$ cat config.mk
export PLATFORM = sky130hd
export DESIGN_NAME = ppt_div
export DESIGN_NICKNAME = d
export VERILOG_FILES = /design/src/rtl/ppt_pkg.sv /design/src/rtl/ppt_div.sv
export SDC_FILE = /design/constraint.sdc
export NUM_CORES = 1
export LEC_CHECK = 0
export BUFFER_PORTS_ARGS = -buffer_cell sky130_fd_sc_hd__buf_4
export CAP_MARGIN = 5
export CORE_MARGIN = 2
export CORE_UTILIZATION = 58
export CTS_BUF_LIST = sky130_fd_sc_hd__clkbuf_8
export DETAILED_ROUTE_END_ITERATION = 12
export PLACE_DENSITY_LB_ADDON = 0.25
export RECOVER_POWER = 100
export SETUP_SLACK_MARGIN = 0.15
export SLEW_MARGIN = 20
export SYNTH_ARGS = -nofsm -noshare
export SYNTH_HDL_FRONTEND = slang
export SYNTH_SLANG_ARGS = --single-unit
$ cat constraint.sdc
create_clock -name clk_i -period 3.4 [get_ports clk_i]
set_clock_uncertainty 0.15 [all_clocks]
set_input_delay 0.17 -clock clk_i [delete_from_list [all_inputs] [get_ports clk_i]]
set_output_delay 0.17 -clock clk_i [all_outputs]
set_load 0.01 [all_outputs]
$ cat src/rtl/ppt_pkg.sv
// Package for the piece priority table: field widths, operation, status and
// state codes, priority constants and the result record.
// Used by ppt_div and piece_priority_table; depends on nothing.
`default_nettype none

package ppt_pkg;

  localparam int unsigned PSIZE_W = 25;
  localparam int unsigned PIECE_W = 40;
  localparam int unsigned LEN_W   = 40;
  localparam int unsigned FIDX_W  = 8;
  localparam int unsigned PRI_W   = 2;

  localparam logic [PSIZE_W-1:0] PSIZE_RESET = 25'd262144;

  localparam logic [PRI_W-1:0] PRI_LOW    = 2'd0;
  localparam logic [PRI_W-1:0] PRI_NORMAL = 2'd1;
  localparam logic [PRI_W-1:0] PRI_HIGH   = 2'd2;

  typedef enum logic [1:0] {
    OP_CLEAR   = 2'd0,
    OP_APPEND  = 2'd1,
    OP_SET_PRI = 2'd2,
    OP_QUERY   = 2'd3
  } op_e;

  typedef enum logic [1:0] {
    STAT_OK       = 2'd0,
    STAT_FULL     = 2'd1,
    STAT_RANGE    = 2'd2,
    STAT_OVERFLOW = 2'd3
  } status_e;

  typedef enum logic [2:0] {
    S_IDLE,
    S_EXEC,
    S_DIV,
    S_WALK,
    S_FINISH
  } state_e;

  typedef struct packed {
    status_e              status;
    logic [PRI_W-1:0]     ppri;
    logic [PIECE_W-1:0]   first_piece;
    logic [PIECE_W-1:0]   last_piece;
    logic [FIDX_W-1:0]    aidx;
  } res_t;

endpackage

`default_nettype wire

$ cat src/rtl/ppt_div.sv
// Restoring divider, one quotient bit per cycle, for byte offset / piece size.
// Depends on ppt_pkg for the divisor width.
`default_nettype none

module ppt_div
  import ppt_pkg::*;
#(
  parameter int unsigned WIDTH = 40
) (
  input  wire logic               clk_i,
  input  wire logic               rst_ni,
  input  wire logic               start_i,
  input  wire logic [WIDTH-1:0]   dividend_i,
  input  wire logic [PSIZE_W-1:0] divisor_i,
  output logic                    done_o,
  output logic [WIDTH-1:0]        quotient_o
);

  localparam int unsigned CW = $clog2(WIDTH + 1);

  logic               busy_q, busy_d;
  logic               done_q, done_d;
  logic [CW-1:0]      cnt_q, cnt_d;
  logic [WIDTH-1:0]   quo_q, quo_d;
  logic [PSIZE_W-1:0] rem_q, rem_d;
  logic [PSIZE_W-1:0] dvs_q, dvs_d;

  logic [PSIZE_W:0]   trial;
  logic [PSIZE_W:0]   diff;
  logic               ge;

  always_comb begin
    trial  = {rem_q, quo_q[WIDTH-1]};
    diff   = trial - {1'b0, dvs_q};
    ge     = trial >= {1'b0, dvs_q};
    busy_d = busy_q;
    done_d = 1'b0;
    cnt_d  = cnt_q;
    quo_d  = quo_q;
    rem_d  = rem_q;
    dvs_d  = dvs_q;
    if (start_i) begin
      busy_d = 1'b1;
      cnt_d  = CW'(WIDTH);
      quo_d  = dividend_i;
      rem_d  = '0;
      // A piece size of zero divides as one.
      dvs_d  = (divisor_i == '0) ? PSIZE_W'(1) : divisor_i;
    end else if (busy_q) begin
      quo_d = {quo_q[WIDTH-2:0], ge};
      rem_d = ge ? diff[PSIZE_W-1:0] : trial[PSIZE_W-1:0];
      cnt_d = cnt_q - CW'(1);
      if (cnt_q == CW'(1)) begin
        busy_d = 1'b0;
        done_d = 1'b1;
      end
    end
  end

  always_ff @(posedge clk_i or negedge rst_ni) begin
    if (!rst_ni) begin
      busy_q <= 1'b0;
      done_q <= 1'b0;
      cnt_q  <= '0;
    end else begin
      busy_q <= busy_d;
      done_q <= done_d;
      cnt_q  <= cnt_d;
    end
  end

  always_ff @(posedge clk_i) begin
    quo_q <= quo_d;
    rem_q <= rem_d;
    dvs_q <= dvs_d;
  end

  assign done_o     = done_q;
  assign quotient_o = quo_q;

  a_no_restart: assert property (@(posedge clk_i) disable iff (!rst_ni)
    start_i |-> !busy_q)
    else $error("divider restarted while busy");

  a_done_idle: assert property (@(posedge clk_i) disable iff (!rst_ni)
    done_q |-> !busy_q)
    else $error("divider done while still busy");

  a_busy_counts: assert property (@(posedge clk_i) disable iff (!rst_ni)
    busy_q |-> (cnt_q != '0))
    else $error("divider busy with no steps left");

endmodule

`default_nettype wire

==> results.md <==
* Simple-gate portion of the synthesized area at 12.7%
* Initial DRC count at 423
* Fraction of layout cells with a size suffix above 1 at 19.3%
* Post-Synthesis Cells at 547
* Slew margin rel. at 15.4%
* Detail Route Antenna Nets at 0
* Post-synthesis sequential area ratio at 46.6%
* Hold wc startpoint: divisor_i[0]
* Post-layout worst setup margin at 0.255 ns
* TritonCTS clock tree: done
* Max Cap Violations at 0
* RSZ-0062 raised after global routing: no
* Synthesized Nets at 643
* Tmin final at 3.14 ns
* Startpoint class of the critical path: flip-flop
* # rows at 36
* Fin. Hold Viols at 0
* Clock sinks at 98
* Prevailing post-synth register cell: edfxtp_1
* TNS Setup at 0 ns
* Vias per std cell at 5.95
* Worst endpoint required time at 3.46 ns
* Synth top area cells: edfxtp_1 (34%), dfxtp_1 (8.8%), mux2_2 (7.9%)
* PwrDens at 413 nW/µm²
* Hold Path Depth at 2
* Slew @ Worst Pin at 1.27 ns
* Area of the core at 9640 µm²
* Critical path endpoint category: flip-flop
* DRC viols at 0
* Cell Area, Synth at 5690 µm²
* Lkg Pwr at 2.98 nW
* Fin crit share at 92.5%
* Yosys reg bits at 98
* Sw Ratio at 29.3%
* Total number of vias at 4983
* First-pass DRT Iterations at 5
* Dpl cells at 753
* Initial antenna violation count at 0
* Count of input and output buffers at 108
* P_sw at 879 µW
* Die area at 10600 µm²
* Die width at 103 µm
* Hold WS at 0.0330 ns
* GPL Wtd Cong at 0.930
* Area share of the largest cell type after synthesis at 34.3%
* Worst reg2reg path startpoint: quotient_o[39]$_DFFE_PP_
* Int Power at 2.12 mW
* Fillers at 696
* R2r endpoint: rem_q[5]$_SDFFE_PP0P_
* WS Path Type: reg2reg
* Wire length per cell at 18.5 µm
* WP data arrival at 3.20 ns
* Synth async-reset ratio at 8.16%
* Initial Utilization at 59.1%
* Non-Filler Instances at 838
* Reg clk slew, reported paths at 0.11 ns
* Share of synthesized area spent on multiplexers at 8.26%
* Area leader, netlist: edfxtp_1
* Comb power frac at 22.6%
* Clock Path Buffers at 2
* Hpwl dp at 9900 µm
* Compound-Gate Fraction of Synth Area at 17.4%
* Syn Area/Cell at 10.4 µm²
* First-pass GRT wire length at 23900 µm
* Reg power frac at 48.4%
* Cell Area, Placed at 6590 µm²
* GR Overflow Total at 0
* # H-tree levels at 3
* Largest family of logic cells by synthesized area: compound AO/OA/AOI/OAI gates
* Pins Over Slew Limit at 0
* Vias in the first global route at 4853
* Crit-path max FO at 9
* XOR/XNOR Fraction of Synth Area at 2.62%
* I/O pin cnt at 109
* DP Worst Slack at 0.202 ns
* Worst-Skew Late Latency at 0.38 ns
* Worst reg-to-reg path cell count at 12
* NumNets Final at 796
* Run status: finished, final reports clean
* Synth Warn # at 0
* Clock power share at 29.1%
* Reg2reg setup slack at 0.26 ns
* Inserted Clock Buffers at 9
* Die span in y at 103 µm
* Final setup violation count at 0
* Fmax at 0.318 GHz
* Post-route design area at 7280 µm²
* WHS Endpoint: dvs_q[0]$_SDFFCE_PN1P_
* Maximum VDD drop at 0.000275 V
* Synth Area in Adders at 6.29%
* Routed WL at 15500 µm
* Count leader, synth: edfxtp_1
* Area Growth Syn to Fin at 27.9%
* Synth cell types at 71
* Ant diodes at 0
* Synth cell count leaders: edfxtp_1 (65), inv_1 (40), mux2_2 (40)
* Total Routing Usage GR at 29.5%
* Largest net degree at the start of global routing at 42
* Number of synthesized flops with an enable pin at 65
* Clock root buffer: clkbuf_8
* Hold Path Class: in2reg
[worst max-delay path: stages, from the launching register on]
cell and delay [ns]:
edfxtp_1 0.43, inv_1 0.08, ha_1 0.17, inv_1 0.06, fa_2 0.37, a211oi_1 0.44, o21ai_2 0.15, a41oi_4 0.22
o211ai_2 0.12, nor4b_2 0.20, nor2_1 0.19, clkbuf_2 0.27, a311oi_1 0.12
[registers in the layout, indices dropped and copies added, names as in the netlist]
register	cells
quotient_o	40
done_o	1
rem_q	25
dvs_q	25
busy_q	1
cnt_q	6
[repair_timing]
item                                   in CTS  in global routing
setup endpoints to repair                   0                 21
gates resized for setup                     0                  3
hold buffers                               67                  0
buffers inserted                            0                  2
endpoints found under the hold margin      76                  0
[kinds of logic (layout without fill, tap and decap cells)]
group	count (synthesis)	count (layout)
buf+inv	89	247
flops	98	98
mux	42	42
simple gates	139	139
compound gates	134	134
fa+ha+maj	28	28
xor+xnor	17	17
[cells in the final DEF (no fill, tap or decap), types with 7 or more instances in the layout]
cell type	count
dlygate4sd3_1	67
edfxtp_1	65
buf_4	50
clkbuf_1	50
inv_1	41
mux2_2	37
nor2_1	37
nand2_1	29
ha_1	27
a21oi_1	26
dfxtp_1	25
clkbuf_4	18
o21ai_0	17
xnor2_1	13
nand4_1	10
nand3_1	9
clkbuf_8	9
nor4_1	8
dfrtp_1	8
nor3_1	7
a311oi_1	7
[layout make-up]
cell class,count,area [µm²],area share [%]
clock inverters,7,100,1.38
clock buffers,9,124,1.70
repair buffers,189,1400,19.3
well taps,133,166,2.29
multi-input cells,360,2680,36.7
flip-flops and latches,98,2650,36.4
inverters,42,158,2.17
[metrics by stage]
stage	power [mW]	utilization (%)
2_1_floorplan	1.87	-
3_3_place_gp	2.10	68.3
3_5_place_dp	2.12	68.3
4_1_cts	3.03	77.6
5_1_grt	3.12	75.5
6_report	3.00	75.5
[how the worst max path moves through the flow]
stage | startpoint | end | slack [ns] | depth (start not counted)
floorplan | quotient_o[39]$_DFFE_PP_ | rem_q[13]$_SDFFE_PP0P_ | 0.40 | 13
CTS | quotient_o[39]$_DFFE_PP_ | rem_q[1]$_SDFFE_PP0P_ | 0.19 | 12
global route | quotient_o[39]$_DFFE_PP_ | rem_q[5]$_SDFFE_PP0P_ | 0.09 | 12
finish | quotient_o[39]$_DFFE_PP_ | rem_q[5]$_SDFFE_PP0P_ | 0.26 | 12
detailed placement | quotient_o[39]$_DFFE_PP_ | rem_q[1]$_SDFFE_PP0P_ | 0.20 | 12
global placement | quotient_o[39]$_DFFE_PP_ | rem_q[1]$_SDFFE_PP0P_ | 0.30 | 12
[per-layer routing]
layer	global-route usage, %	vias up	part of all wire (%)
met2	49.7	252	49
li1	-	2332	-
met5	0	-	0
met3	5.42	43	7.7
met1	37.1	2356	40
met4	13.8	0	3.1
[power groups by stage]
| stage | registers, mW | logic, mW | clock network (mW) |
|---|---|---|---|
| 6_report | 1.45 | 0.677 | 0.873 |
| 5_1_grt | 1.47 | 0.737 | 0.921 |
| 4_1_cts | 1.45 | 0.708 | 0.869 |
| 3_5_place_dp | 1.48 | 0.641 | 0 |
| 3_3_place_gp | 1.47 | 0.628 | 0 |
| 2_1_floorplan | 1.49 | 0.381 | 0 |
No activity file was read; power rests on OpenSTA's default activity.
